<file path="src/acs_pkg.sv">
// Shared types, constants and arithmetic helpers for the ADC capture statistics block.
`default_nettype none

package acs_pkg;

	// Field and state widths
	localparam int CODE_W      = 12;
	localparam int BAND_W      = 11;
	localparam int SUM_W       = 27;
	localparam int COUNT_W     = 16;
	localparam int EDGE_W      = 15;
	localparam int EDGE_SUM_W  = EDGE_W + 1;
	localparam int MV_W        = 12;
	localparam int PROD_W      = 24;
	localparam int THR_W       = 25;
	localparam int CFG_INDEX_W = 4;
	localparam int CFG_DATA_W  = 12;

	// Scale and limits
	localparam int FULL_SCALE_MV = 3300;
	localparam int CODE_MAX      = 4095;
	localparam int EDGE_LIMIT    = 32767;
	localparam int MAX_SAMPLES   = 32768;

	// Register reset values and the band edges they give
	localparam int CENTRE_RST = 1623;
	localparam int BAND_RST   = 50;
	localparam logic [THR_W-1:0] LOWER_THR_RST =
		THR_W'((CENTRE_RST - BAND_RST) * CODE_MAX);
	localparam logic [THR_W-1:0] UPPER_THR_RST =
		THR_W'((CENTRE_RST + BAND_RST) * CODE_MAX);
	localparam logic [MV_W-1:0] LOW_MV_RST = MV_W'(FULL_SCALE_MV);

	// Classifier thresholds
	localparam int GROUP_EDGES = 7;
	localparam int BUSY_EDGES  = 44;
	localparam int PP_BUSY_HI  = 2900;
	localparam int PP_MID_HI   = 2050;
	localparam int PP_QUIET_LO = 1000;
	localparam int PP_QUIET_HI = 2100;
	localparam int MAX_MV_HI   = 1800;

	// Register indexes
	localparam logic [CFG_INDEX_W-1:0] REG_CENTRE_MV = CFG_INDEX_W'(0);
	localparam logic [CFG_INDEX_W-1:0] REG_BAND_MV   = CFG_INDEX_W'(1);

	// Decision classes CON1..CON4
	typedef enum logic [1:0] {
		CLS_CON1 = 2'd0,
		CLS_CON2 = 2'd1,
		CLS_CON3 = 2'd2,
		CLS_CON4 = 2'd3
	} class_t;

	// Band edges scaled to code*3300 units
	typedef struct packed {
		logic [THR_W-1:0] lower;
		logic [THR_W-1:0] upper;
	} thr_t;

	// Sample word after the scaling stage
	typedef struct packed {
		logic [CODE_W-1:0] sample;
		logic [MV_W-1:0]   mv;
		logic [PROD_W-1:0] scaled;
		logic              above;
		logic              below;
		logic              last;
	} scaled_t;

	// floor(scaled / 4095): split at 4096, then one correction step
	function automatic logic [MV_W-1:0] scaled_to_mv(input logic [PROD_W-1:0] scaled);
		logic [MV_W-1:0]   q0;
		logic [MV_W:0]     r;
		q0 = scaled[PROD_W-1:CODE_W];
		r  = {1'b0, scaled[CODE_W-1:0]} + {1'b0, q0};
		return (r >= (MV_W+1)'(CODE_MAX)) ? q0 + MV_W'(1) : q0;
	endfunction

	// Two-level class decision
	function automatic class_t classify(
		input logic [EDGE_SUM_W-1:0] edges,
		input logic [MV_W-1:0]       pp,
		input logic [MV_W-1:0]       max_mv
	);
		class_t c;
		priority if (edges >= EDGE_SUM_W'(GROUP_EDGES)) begin
			if (edges > EDGE_SUM_W'(BUSY_EDGES)) begin
				c = (pp > MV_W'(PP_BUSY_HI)) ? CLS_CON2 : CLS_CON1;
			end else begin
				c = (pp > MV_W'(PP_MID_HI)) ? CLS_CON4 : CLS_CON3;
			end
		end else if (pp < MV_W'(PP_QUIET_LO)) begin
			c = CLS_CON3;
		end else if (pp < MV_W'(PP_QUIET_HI)) begin
			c = (max_mv > MV_W'(MAX_MV_HI)) ? CLS_CON1 : CLS_CON4;
		end else begin
			c = CLS_CON2;
		end
		return c;
	endfunction

endpackage

`default_nettype wire

</file>
<file path="src/adc_capture_stats_classifier.sv">
// Top level of the ADC capture statistics and classifier block.
//
//   channel  | handshake             | payload
//   ---------+-----------------------+--------------------------------------------
//   input    | in_valid / in_ready   | sample, last
//   result   | out_valid / out_ready | sample_sum .. class_code, one per capture
//   config   | cfg_we                | cfg_index, cfg_data (0 centre_mv, 1 band_mv)
//
// One word per cycle while in_ready is high; after its final word is accepted, a result is valid
// once that word has passed the scaling register, then the stats and result register.
// The scaled band edges follow a register write through the band register, then the edge register.
// Reset restores the band registers and clears the capture state.
// A word that ends a capture (last set, or the sample limit reached) waits in the scaling stage only
// while an earlier result is not taken; other words keep flowing into the capture.
`default_nettype none

module adc_capture_stats_classifier (
	input  wire logic                             clk,
	input  wire logic                             arst_n,
	input  wire logic                             cfg_we,
	input  wire logic [acs_pkg::CFG_INDEX_W-1:0]  cfg_index,
	input  wire logic [acs_pkg::CFG_DATA_W-1:0]   cfg_data,
	input  wire logic                             in_valid,
	output logic                                  in_ready,
	input  wire logic [acs_pkg::CODE_W-1:0]       sample,
	input  wire logic                             last,
	output logic                                  out_valid,
	input  wire logic                             out_ready,
	output logic [acs_pkg::SUM_W-1:0]             sample_sum,
	output logic [acs_pkg::COUNT_W-1:0]           sample_count,
	output logic [acs_pkg::CODE_W-1:0]            max_code,
	output logic [acs_pkg::CODE_W-1:0]            min_code,
	output logic [acs_pkg::EDGE_W-1:0]            rise_count,
	output logic [acs_pkg::EDGE_W-1:0]            fall_count,
	output logic [acs_pkg::MV_W-1:0]              peak_mv,
	output logic                                  group,
	output logic [1:0]                            class_code
);
	import acs_pkg::*;

	thr_t    thr;
	logic    s2_valid;
	logic    s2_ready;
	scaled_t s2_word;

	// Band registers
	acs_cfg u_cfg (
		.clk       (clk),
		.arst_n    (arst_n),
		.cfg_we    (cfg_we),
		.cfg_index (cfg_index),
		.cfg_data  (cfg_data),
		.thr       (thr)
	);

	// Input and scaling stages
	acs_front u_front (
		.clk      (clk),
		.arst_n   (arst_n),
		.in_valid (in_valid),
		.in_ready (in_ready),
		.sample   (sample),
		.last     (last),
		.thr      (thr),
		.s2_valid (s2_valid),
		.s2_ready (s2_ready),
		.s2_word  (s2_word)
	);

	// Statistics and result register
	acs_stats u_stats (
		.clk          (clk),
		.arst_n       (arst_n),
		.thr          (thr),
		.s2_valid     (s2_valid),
		.s2_ready     (s2_ready),
		.s2_word      (s2_word),
		.out_valid    (out_valid),
		.out_ready    (out_ready),
		.sample_sum   (sample_sum),
		.sample_count (sample_count),
		.max_code     (max_code),
		.min_code     (min_code),
		.rise_count   (rise_count),
		.fall_count   (fall_count),
		.peak_mv      (peak_mv),
		.group        (group),
		.class_code   (class_code)
	);

endmodule

`default_nettype wire

</file>
<file path="src/acs_cfg.sv">
// Band registers and the scaled band edges derived from them.
`default_nettype none

module acs_cfg (
	input  wire logic                             clk,
	input  wire logic                             arst_n,
	input  wire logic                             cfg_we,
	input  wire logic [acs_pkg::CFG_INDEX_W-1:0]  cfg_index,
	input  wire logic [acs_pkg::CFG_DATA_W-1:0]   cfg_data,
	output acs_pkg::thr_t                         thr
);
	import acs_pkg::*;

	logic [CODE_W-1:0] centre_q;
	logic [BAND_W-1:0] band_q;
	thr_t              thr_q;
	logic [CODE_W-1:0] lower_mv;
	logic [CODE_W:0]   upper_mv;

	// Write the band registers
	always_ff @(posedge clk or negedge arst_n) begin
		if (!arst_n) begin
			centre_q <= CODE_W'(CENTRE_RST);
			band_q   <= BAND_W'(BAND_RST);
		end else if (cfg_we) begin
			unique case (cfg_index)
				REG_CENTRE_MV: centre_q <= cfg_data[CODE_W-1:0];
				REG_BAND_MV:   band_q   <= cfg_data[BAND_W-1:0];
				default: ;
			endcase
		end
	end

	// Band edges in mV, lower edge clamped at zero
	always_comb begin
		lower_mv = (centre_q > CODE_W'(band_q)) ? centre_q - CODE_W'(band_q) : '0;
		upper_mv = {1'b0, centre_q} + (CODE_W+1)'(band_q);
	end

	// Hold the edges scaled by 4095 so that the sample path only compares
	always_ff @(posedge clk or negedge arst_n) begin
		if (!arst_n) begin
			thr_q.lower <= LOWER_THR_RST;
			thr_q.upper <= UPPER_THR_RST;
		end else begin
			thr_q.lower <= THR_W'(lower_mv) * THR_W'(CODE_MAX);
			thr_q.upper <= THR_W'(upper_mv) * THR_W'(CODE_MAX);
		end
	end

	assign thr = thr_q;

endmodule

`default_nettype wire

</file>
<file path="src/acs_front.sv">
// Input register and scaling stage: mV conversion and band edge compares.
`default_nettype none

module acs_front (
	input  wire logic                        clk,
	input  wire logic                        arst_n,
	input  wire logic                        in_valid,
	output logic                             in_ready,
	input  wire logic [acs_pkg::CODE_W-1:0]  sample,
	input  wire logic                        last,
	input  wire acs_pkg::thr_t               thr,
	output logic                             s2_valid,
	input  wire logic                        s2_ready,
	output acs_pkg::scaled_t                 s2_word
);
	import acs_pkg::*;

	logic              valid_s1;
	logic [CODE_W-1:0] sample_s1;
	logic              last_s1;
	logic              valid_s2;
	scaled_t           word_s2;
	logic              s2_free;
	logic [PROD_W-1:0] scaled;
	scaled_t           word_next;

	assign s2_free  = !valid_s2 || s2_ready;
	assign in_ready = !valid_s1 || s2_free;

	// Scale the held sample and compare against the band edges
	always_comb begin
		scaled           = PROD_W'(sample_s1) * PROD_W'(FULL_SCALE_MV);
		word_next.sample = sample_s1;
		word_next.mv     = scaled_to_mv(scaled);
		word_next.scaled = scaled;
		word_next.above  = {1'b0, scaled} > thr.upper;
		word_next.below  = {1'b0, scaled} < thr.lower;
		word_next.last   = last_s1;
	end

	// Input register
	always_ff @(posedge clk or negedge arst_n) begin
		if (!arst_n) begin
			valid_s1 <= 1'b0;
		end else if (in_ready) begin
			valid_s1 <= in_valid;
		end
	end

	always_ff @(posedge clk) begin
		if (in_valid && in_ready) begin
			sample_s1 <= sample;
			last_s1   <= last;
		end
	end

	// Scaled word register; advance when the stats stage takes the word
	always_ff @(posedge clk or negedge arst_n) begin
		if (!arst_n) begin
			valid_s2 <= 1'b0;
		end else if (s2_free) begin
			valid_s2 <= valid_s1;
		end
	end

	always_ff @(posedge clk) begin
		if (s2_free && valid_s1) begin
			word_s2 <= word_next;
		end
	end

	assign s2_valid = valid_s2;
	assign s2_word  = word_s2;

endmodule

`default_nettype wire

</file>
<file path="src/acs_stats.sv">
// Capture statistics, crossing counters, classifier and result register.
`default_nettype none

module acs_stats (
	input  wire logic                        clk,
	input  wire logic                        arst_n,
	input  wire acs_pkg::thr_t               thr,
	input  wire logic                        s2_valid,
	output logic                             s2_ready,
	input  wire acs_pkg::scaled_t            s2_word,
	output logic                             out_valid,
	input  wire logic                        out_ready,
	output logic [acs_pkg::SUM_W-1:0]        sample_sum,
	output logic [acs_pkg::COUNT_W-1:0]      sample_count,
	output logic [acs_pkg::CODE_W-1:0]       max_code,
	output logic [acs_pkg::CODE_W-1:0]       min_code,
	output logic [acs_pkg::EDGE_W-1:0]       rise_count,
	output logic [acs_pkg::EDGE_W-1:0]       fall_count,
	output logic [acs_pkg::MV_W-1:0]         peak_mv,
	output logic                             group,
	output logic [1:0]                       class_code
);
	import acs_pkg::*;

	// Running capture state
	logic [SUM_W-1:0]   sum_q;
	logic [COUNT_W-1:0] count_q;
	logic [CODE_W-1:0]  high_q;
	logic [CODE_W-1:0]  low_q;
	logic [MV_W-1:0]    high_mv_q;
	logic [MV_W-1:0]    low_mv_q;
	logic [EDGE_W-1:0]  rises_q;
	logic [EDGE_W-1:0]  falls_q;
	logic [PROD_W-1:0]  prev_scaled_q;

	// Result register
	logic               res_valid_q;
	logic [SUM_W-1:0]   res_sum_q;
	logic [COUNT_W-1:0] res_count_q;
	logic [CODE_W-1:0]  res_max_q;
	logic [CODE_W-1:0]  res_min_q;
	logic [EDGE_W-1:0]  res_rise_q;
	logic [EDGE_W-1:0]  res_fall_q;
	logic [MV_W-1:0]    res_pp_q;
	logic               res_group_q;
	class_t             res_class_q;

	// Next state
	logic [SUM_W-1:0]      sum_n;
	logic [COUNT_W-1:0]    count_n;
	logic [CODE_W-1:0]     high_n;
	logic [CODE_W-1:0]     low_n;
	logic [MV_W-1:0]       high_mv_n;
	logic [MV_W-1:0]       low_mv_n;
	logic [EDGE_W-1:0]     rises_n;
	logic [EDGE_W-1:0]     falls_n;
	logic                  prev_below;
	logic                  prev_above;
	logic [EDGE_SUM_W-1:0] edges;
	logic [MV_W-1:0]       pp;
	logic                  emit;
	logic                  go;

	// Fold the current word into the capture
	always_comb begin
		prev_below = {1'b0, prev_scaled_q} < thr.lower;
		prev_above = {1'b0, prev_scaled_q} > thr.upper;
		sum_n      = sum_q + SUM_W'(s2_word.sample);
		count_n    = count_q + COUNT_W'(1);
		if (s2_word.sample > high_q) begin
			high_n    = s2_word.sample;
			high_mv_n = s2_word.mv;
		end else begin
			high_n    = high_q;
			high_mv_n = high_mv_q;
		end
		if (s2_word.sample < low_q) begin
			low_n    = s2_word.sample;
			low_mv_n = s2_word.mv;
		end else begin
			low_n    = low_q;
			low_mv_n = low_mv_q;
		end
		rises_n = rises_q;
		if (prev_below && s2_word.above && rises_q != EDGE_W'(EDGE_LIMIT)) begin
			rises_n = rises_q + EDGE_W'(1);
		end
		falls_n = falls_q;
		if (s2_word.below && prev_above && falls_q != EDGE_W'(EDGE_LIMIT)) begin
			falls_n = falls_q + EDGE_W'(1);
		end
		edges = EDGE_SUM_W'(rises_n) + EDGE_SUM_W'(falls_n);
		pp    = (high_mv_n >= low_mv_n) ? high_mv_n - low_mv_n : '0;
		emit  = s2_word.last || (count_n == COUNT_W'(MAX_SAMPLES));
	end

	// Stall only a word that ends a capture while the result still waits
	assign s2_ready = !emit || !res_valid_q || out_ready;
	assign go       = s2_valid && s2_ready;

	// Update the capture state, clear it after the final word
	always_ff @(posedge clk or negedge arst_n) begin
		if (!arst_n) begin
			sum_q         <= '0;
			count_q       <= '0;
			high_q        <= '0;
			low_q         <= CODE_W'(CODE_MAX);
			high_mv_q     <= '0;
			low_mv_q      <= LOW_MV_RST;
			rises_q       <= '0;
			falls_q       <= '0;
			prev_scaled_q <= '0;
		end else if (go) begin
			if (emit) begin
				sum_q         <= '0;
				count_q       <= '0;
				high_q        <= '0;
				low_q         <= CODE_W'(CODE_MAX);
				high_mv_q     <= '0;
				low_mv_q      <= LOW_MV_RST;
				rises_q       <= '0;
				falls_q       <= '0;
				prev_scaled_q <= '0;
			end else begin
				sum_q         <= sum_n;
				count_q       <= count_n;
				high_q        <= high_n;
				low_q         <= low_n;
				high_mv_q     <= high_mv_n;
				low_mv_q      <= low_mv_n;
				rises_q       <= rises_n;
				falls_q       <= falls_n;
				prev_scaled_q <= s2_word.scaled;
			end
		end
	end

	// Result valid: set on a finished capture, drop when taken
	always_ff @(posedge clk or negedge arst_n) begin
		if (!arst_n) begin
			res_valid_q <= 1'b0;
		end else if (go && emit) begin
			res_valid_q <= 1'b1;
		end else if (out_ready) begin
			res_valid_q <= 1'b0;
		end
	end

	always_ff @(posedge clk) begin
		if (go && emit) begin
			res_sum_q   <= sum_n;
			res_count_q <= count_n;
			res_max_q   <= high_n;
			res_min_q   <= low_n;
			res_rise_q  <= rises_n;
			res_fall_q  <= falls_n;
			res_pp_q    <= pp;
			res_group_q <= (edges < EDGE_SUM_W'(GROUP_EDGES));
			res_class_q <= classify(edges, pp, high_mv_n);
		end
	end

	assign out_valid    = res_valid_q;
	assign sample_sum   = res_sum_q;
	assign sample_count = res_count_q;
	assign max_code     = res_max_q;
	assign min_code     = res_min_q;
	assign rise_count   = res_rise_q;
	assign fall_count   = res_fall_q;
	assign peak_mv      = res_pp_q;
	assign group        = res_group_q;
	assign class_code   = res_class_q;

endmodule

`default_nettype wire

</file>
<file path="config.mk">
export PLATFORM = sky130hd
export DESIGN_NAME = adc_capture_stats_classifier
export DESIGN_NICKNAME = d
export VERILOG_FILES = /design/src/acs_pkg.sv /design/src/adc_capture_stats_classifier.sv /design/src/acs_cfg.sv /design/src/acs_front.sv /design/src/acs_stats.sv
export SDC_FILE = /design/constraint.sdc
export NUM_CORES = 1
export LEC_CHECK = 0
export BUFFER_PORTS_ARGS = -buffer_cell sky130_fd_sc_hd__buf_2
export CAP_MARGIN = 30
export CORE_ASPECT_RATIO = 2
export CORE_UTILIZATION = 55
export DETAILED_ROUTE_END_ITERATION = 10
export GPL_TIMING_DRIVEN = 0
export PLACE_DENSITY_LB_ADDON = 0.3
export SYNTH_ARGS = -nofsm -noshare
export SYNTH_HDL_FRONTEND = slang
export SYNTH_HIERARCHICAL = 1
export SYNTH_SLANG_ARGS = --single-unit
</file>
<file path="constraint.sdc">
create_clock -name clk -period 7.8 [get_ports clk]
set_clock_uncertainty 0.2 [all_clocks]
set_input_delay 1.95 -clock clk [delete_from_list [all_inputs] [get_ports clk]]
set_output_delay 1.95 -clock clk [all_outputs]
set_load 0.1 [all_outputs]
</file>
==> impl_metrics.py, run 1 <==
metrics = {
    "routing": {
        "routed_wirelength_mm": 89.8,
        "ant_nets": 0,
        "vias": 25100,
        "wl_per_cell_um": 21.4,
        "drc": 2,
        "drt_iter0_markers": 1454,
        "dr.pass1.iters": 8,
        "avgViaCountPerCell": 5.99,
    },
    "global_route": {
        "antenna_found_initial": 0,
        "grt_usage_pct": 30.7,
        "grt_first_pass_wirelength_mm": 140,
        "gr-total-overflow": 0,
        "grt_pass1_vias": 26300,
        "grt_start_max_net_pins": 88,
    },
    "layout": {
        "multi_input_area_mm2": 0.0192,
        "register_area_mm2": 0.0107,
        "postLayoutCellArea_mm2": 0.0356,
        "fillers": 4922,
        "final_nets": 3982,
        "fin_cells": 4191,
        "layout-drive-gt1-share_pct": 13.6,
        "areaGrowthSynthToFinish_pct": 10.7,
        "n_antenna_cell": 0,
    },
    "logic_synthesis": {
        "synth-seq-cells": 391,
        "yosys-top-cells-area": "edfxtp_1 16%, ha_1 14%, dfrtp_1 13%",
        "syn-cell-area_mm2": 0.0322,
        "yosysTopAreaCell": "edfxtp_1",
        "synth_top_area_share_pct": 16.0,
        "synth_most_common_cell": "inv_1",
        "yosys.cell_types.count": 103,
        "ys_seq_area_share_pct": 33.3,
        "ys_warn_count": 6,
        "async_reset_ff_share_pct": 56.3,
        "synth_edf_count": 171,
        "synthCells": 3180,
        "synthFlopType": "edfxtp_1",
        "avgSynthCellArea_um2": 10.1,
        "synth_common_cells": "475 x inv_1, 370 x ha_1, 180 x fa_1",
    },
    "clocking": {
        "cts_tree": "yes",
        "cts.clk_slew.worst_paths_ns": 0.07,
        "clk_path_buf_depth": 3,
        "clk_latency_ns": 0.58,
        "clock_sinks": 391,
        "hold_buffers": 0,
        "cts_buffers": 39,
        "cts_root_buffer": "clkbuf_16",
        "cts_max_level": 2,
    },
    "run": {
        "drv_cap": 0,
    },
    "placement": {
        "place.gp.congestion": 0.998,
        "io_buffers": 147,
        "dp.cells": 4105,
        "dpl-instance-area_mm2": 0.0341,
        "dpl.hpwl_mm": 72.6,
    },
    "run_status": {
        "outcome": "complete, but fails checks",
        "violations": "DRC",
    },
    "worst_hold_path": {
        "min_path_type": "reg -> reg",
    },
    "timing": {
        "period_minus_slack_ns": 7.54,
        "setup_viol": 0,
        "hold_viol": 0,
        "tightestPinTransition_ns": 1.07,
        "fmaxAchievable_mhz": 133,
        "max_slew_margin_pct": 28.1,
        "slew_violations": 0,
        "fin_crit_sh_pct": 96.6,
    },
    "critical_path": {
        "critPathLaunchType": "flip-flop",
        "critPathKind": "reg -> reg",
        "crit_path_max_fanout": 10,
        "cp_data_required_time_ns": 7.90,
        "worstPathArrival_ns": 7.64,
        "end_kind": "flip-flop",
    },
    "die": {
        "core_area_mm2": 0.0580,
        "die_w_um": 173,
        "fp-row-count": 125,
        "dieArea_mm2": 0.0595,
        "initial_utilization_pct": 55.5,
        "die_h_um": 344,
        "io_pins": 148,
    },
}
==> metal layers <==
layer / track usage, % / wire length, um / vias up
li1: - / - / 11600
met1: 26.2 / 27400 / 12200
met2: 60.3 / 49300 / 905
met3: 3.92 / 3650 / 413
met4: 28.9 / 9550 / 0
met5: 0 / 0 / -
==> layout by cell type (no fill, tap or decap), drive strengths merged, types with 26 or more instances in the layout <==
master / n
clkbuf: 103
o21ai: 146
o211ai: 28
edfxtp: 171
a31oi: 54
ha: 370
xnor2: 125
nand3: 49
and2: 27
o21a: 28
nor2b: 27
and3: 26
mux2: 45
nor3: 76
a21o: 65
nand2: 176
xor2: 49
a22o: 61
inv: 479
dfstp: 52
dfrtp: 168
nor2: 129
a21oi: 145
nand2b: 30
nand4: 35
buf: 238
or3: 32
fa: 180
==> registers in the layout, summed over array words and instances, names as in the netlist, 15 cells and up <==
| signal | count |
|---|---|
| u_stats/rise_count | 15 |
| u_stats/count_q | 16 |
| u_stats/sample_sum | 27 |
| u_stats/fall_count | 15 |
| u_stats/prev_scaled_q | 24 |
| u_stats/rises_q | 15 |
| u_stats/sample_count | 16 |
| u_stats/falls_q | 15 |
| u_cfg/thr | 49 |
| u_front/s2_word | 46 |
| u_stats/sum_q | 27 |
==> critical path, cell delays in order (launching register included) <==
cell and delay [ns]:
edfxtp_1 0.54, ha_1 0.40, xor2_1 0.16, ha_1 0.31, fa_1 0.51, fa_1 0.55, inv_1 0.05, fa_1 0.50
inv_1 0.04, ha_1 0.40, o21ai_1 0.11, a211o_1 0.34, and3_1 0.22, a211oi_4 0.45, inv_1 0.35, ha_1 0.42
a21o_1 0.15, a21oi_1 0.04, o21ai_0 0.07, o21ai_1 0.14, or2_1 0.25, a221oi_1 0.44, buf_2 0.30, o2111ai_1 0.15
xnor2_1 0.17
==> cell families (layout without fill, tap and decap cells) <==
family,after synthesis,count (layout),share of synthesized area [%]
adders and majority gates,553,553,25.7
AOI/OAI and AO/OA,729,729,15.9
and+or+nand+nor,683,683,11.0
buffers and inverters,591,839,7.39
xor gates and xnor gates,174,174,4.82
DFF,391,391,33.3
other,2,3,0.0233
muxes,57,57,1.95
==> layout make-up <==
class	count	area share, %
inverter	477	5.03
sequential	391	30.1
multi-input combinational	2199	53.9
clock buffer	51	3.07
buffer	113	1.64
clock inverter	21	0.569
timing repair buffer	177	3.02
tap	762	2.68
==> per-stage QoR <==
| stage | worst slack (ns) | TNS (ns) | utilization, % | hold WS (ns) |
|---|---|---|---|---|
| detailed placement | -0.224 | -1.71 | 58.8 | 0.208 |
| floorplan | 0.644 | 0 | - | 0.200 |
| CTS | 0.00834 | 0 | 61.1 | 0.229 |
| global placement | -0.632 | -7.07 | 58.4 | 0.214 |
| finish | 0.264 | 0 | 61.4 | 0.225 |
| global route | -0.00866 | -0.00866 | 61.4 | 0.249 |
==> final timing paths <==
kind | startpoint | to | slack (ns) | depth (start not counted)
setup / recovery | u_front/sample_s1[3] | u_front/s2_word[37] | 0.26 | 24
hold / removal | u_front/last_s1 | u_front/s2_word[0] | 0.23 | 0
setup reg to reg | u_front/sample_s1[3] | u_front/s2_word[37] | 0.26 | 24
hold reg to reg | u_front/last_s1 | u_front/s2_word[0] | 0.23 | 0
max in group asynchronous | arst_n | u_stats/low_mv_q[11] | 5.06 | 3
min in group asynchronous | arst_n | u_stats/count_q[13] | 1.12 | 1
==> repair_timing <==
action / 4_1_cts / 5_1_grt
setup buffers: 1 / 13
endpoints found under the hold margin: 0 / 0
setup endpoints to repair: 14 / 23
pin swaps: 1 / 6
gates resized for setup: 6 / 14
Power of run 1 is not shown: default switching activity piles up to over one toggle a cycle in this logic, so the estimate is an artifact.
==> inputs of run 2 (changes only) <==
--- a/config.mk
+++ b/config.mk
@@ -11,7 +11,9 @@
 export CORE_UTILIZATION = 55
 export DETAILED_ROUTE_END_ITERATION = 10
 export GPL_TIMING_DRIVEN = 0
-export PLACE_DENSITY_LB_ADDON = 0.3
+export MAX_ROUTING_LAYER = met4
+export PLACE_DENSITY = 0.71
+export SLEW_MARGIN = 15
 export SYNTH_ARGS = -nofsm -noshare
 export SYNTH_HDL_FRONTEND = slang
 export SYNTH_HIERARCHICAL = 1
==> impl_metrics.py, run 2 (synthesis results as in run 1) <==
metrics = {
    "run_status": {
        "outcome": "complete, but fails checks",
        "violations": "DRC",
    },
    "die": {
        "die_w_um": 173,
        "dieArea_mm2": 0.0595,
        "fp-row-count": 125,
        "die_h_um": 344,
        "io_pins": 148,
        "core_area_mm2": 0.0580,
        "initial_utilization_pct": 55.5,
    },
    "timing": {
        "tightestPinTransition_ns": 1.06,
        "fin_tns_setup_ns": 0,
        "max_slew_margin_pct": 29.1,
        "rsz0062_at_grt": "true",
        "period_minus_slack_ns": 7.53,
        "hold_viol": 0,
        "fin_crit_sh_pct": 96.6,
        "slew_violations": 0,
        "fmaxAchievable_mhz": 133,
        "setup_viol": 0,
    },
    "critical_path": {
        "cp.depth": 25,
        "worst-path-buf-inv": 7,
        "critPathKind": "reg -> reg",
        "r2r_slack_ns": 0.27,
        "slowest_delay_ns": 0.65,
        "r2r_cells": 25,
        "cp_top_family": "adder cells",
        "critPathLaunch": "u_cfg/band_q[5]",
        "cp_data_required_time_ns": 8.05,
        "r2r-start": "u_cfg/band_q[5]",
        "setup.worst_path.end": "u_cfg/thr[48]",
        "crit_path_max_fanout": 10,
        "end_kind": "flip-flop",
        "critPathLaunchType": "flip-flop",
        "worstPathArrival_ns": 7.79,
        "crit_top_cell": "inv_1",
        "r2r-end": "u_cfg/thr[48]",
        "cp_slowest_cell": "fa_2",
    },
    "placement": {
        "dpl-instance-area_mm2": 0.0342,
        "io_buffers": 147,
        "place.gp.congestion": 1.01,
        "dp.cells": 4106,
        "dpl.hpwl_mm": 76.2,
    },
    "global_route": {
        "grt_pass1_vias": 26800,
        "antenna_found_initial": 0,
        "grt_usage_pct": 32.8,
        "gr-total-overflow": 0,
        "grt_start_max_net_pins": 98,
        "grt_first_pass_wirelength_mm": 145,
    },
    "layout": {
        "areaGrowthSynthToFinish_pct": 11.1,
        "fin_cells": 4195,
        "layout.cells.most_common": "inv_1",
        "postLayoutCellArea_mm2": 0.0358,
        "layout-drive-gt1-share_pct": 13.8,
        "multi_input_area_mm2": 0.0193,
        "fillers": 4891,
        "register_area_mm2": 0.0107,
        "n_antenna_cell": 0,
        "final_cell_mix": "473 x inv_1, 369 x ha_1, 185 x buf_2",
        "final_nets": 3984,
        "largest_reg_flops": 49,
    },
    "clocking": {
        "clock_sinks": 391,
        "clk_latency_ns": 0.56,
        "cts_max_level": 2,
        "hold_buffers": 0,
        "cts_root_buffer": "clkbuf_16",
        "cts_tree": "yes",
        "cts.clk_slew.worst_paths_ns": 0.07,
        "clk_path_buf_depth": 3,
        "cts_buffers": 41,
    },
    "routing": {
        "vias": 25400,
        "ant_nets": 0,
        "dr.pass1.iters": 9,
        "routed_wirelength_mm": 94.0,
        "drc": 1,
        "avgViaCountPerCell": 6.06,
        "drt_iter0_markers": 1390,
        "wl_per_cell_um": 22.4,
    },
    "worst_hold_path": {
        "worstHoldStart": "u_front/last_s1",
        "min_path_type": "reg -> reg",
        "hold_depth": 0,
    },
    "run": {
        "drv_cap": 0,
    },
}
run 2: layout make-up:
class	count	area share [%]
Inverter	477	5.02
Tap cell	762	2.67
Timing Repair Buffer	178	3.11
Clock buffer	52	3.16
Buffer	112	1.62
Clock inverter	24	0.658
Sequential cell	391	29.9
Multi-Input combinational cell	2199	53.8
run 2: worst min path at each step:
stage                                     to  slack, ns
after floorplan           u_front/s2_word[0]       0.20
after detailed placement  u_front/s2_word[0]       0.22
final                     u_front/s2_word[0]       0.24
after CTS                 u_front/s2_word[0]       0.24
after global placement    u_front/s2_word[0]       0.22
after global routing      u_front/s2_word[0]       0.24
run 2: per-layer routing:
layer / vias up / global-route usage [%] / part of all wire (%)
li1: 11600 / - / -
met2: 961 / 63.0 / 55
met1: 12400 / 26.5 / 30
met4: 0 / 30.7 / 11
met5: - / - / 0
met3: 460 / 4.20 / 4.3
run 2: per-stage QoR:
stage                     utilization, %  hold WS, ns  setup slack (ns)
after floorplan                        -        0.200             0.644
after global placement              58.4        0.218            -0.414
after detailed placement            58.9        0.216            -0.206
after CTS                           61.3        0.235          0.000317
after global routing                61.6        0.240           -0.0238
final                               61.6        0.240             0.269
run 2: what timing repair did:
| item | 4_1_cts | 5_1_grt |
|---|---|---|
| pin swaps | 0 | 1 |
| endpoints found under the hold margin | 0 | 0 |
| buffers inserted | 5 | 9 |
| endpoints found under the setup margin | 11 | 28 |
| resized for setup | 4 | 24 |
Power of run 2 is left out for the same reason.
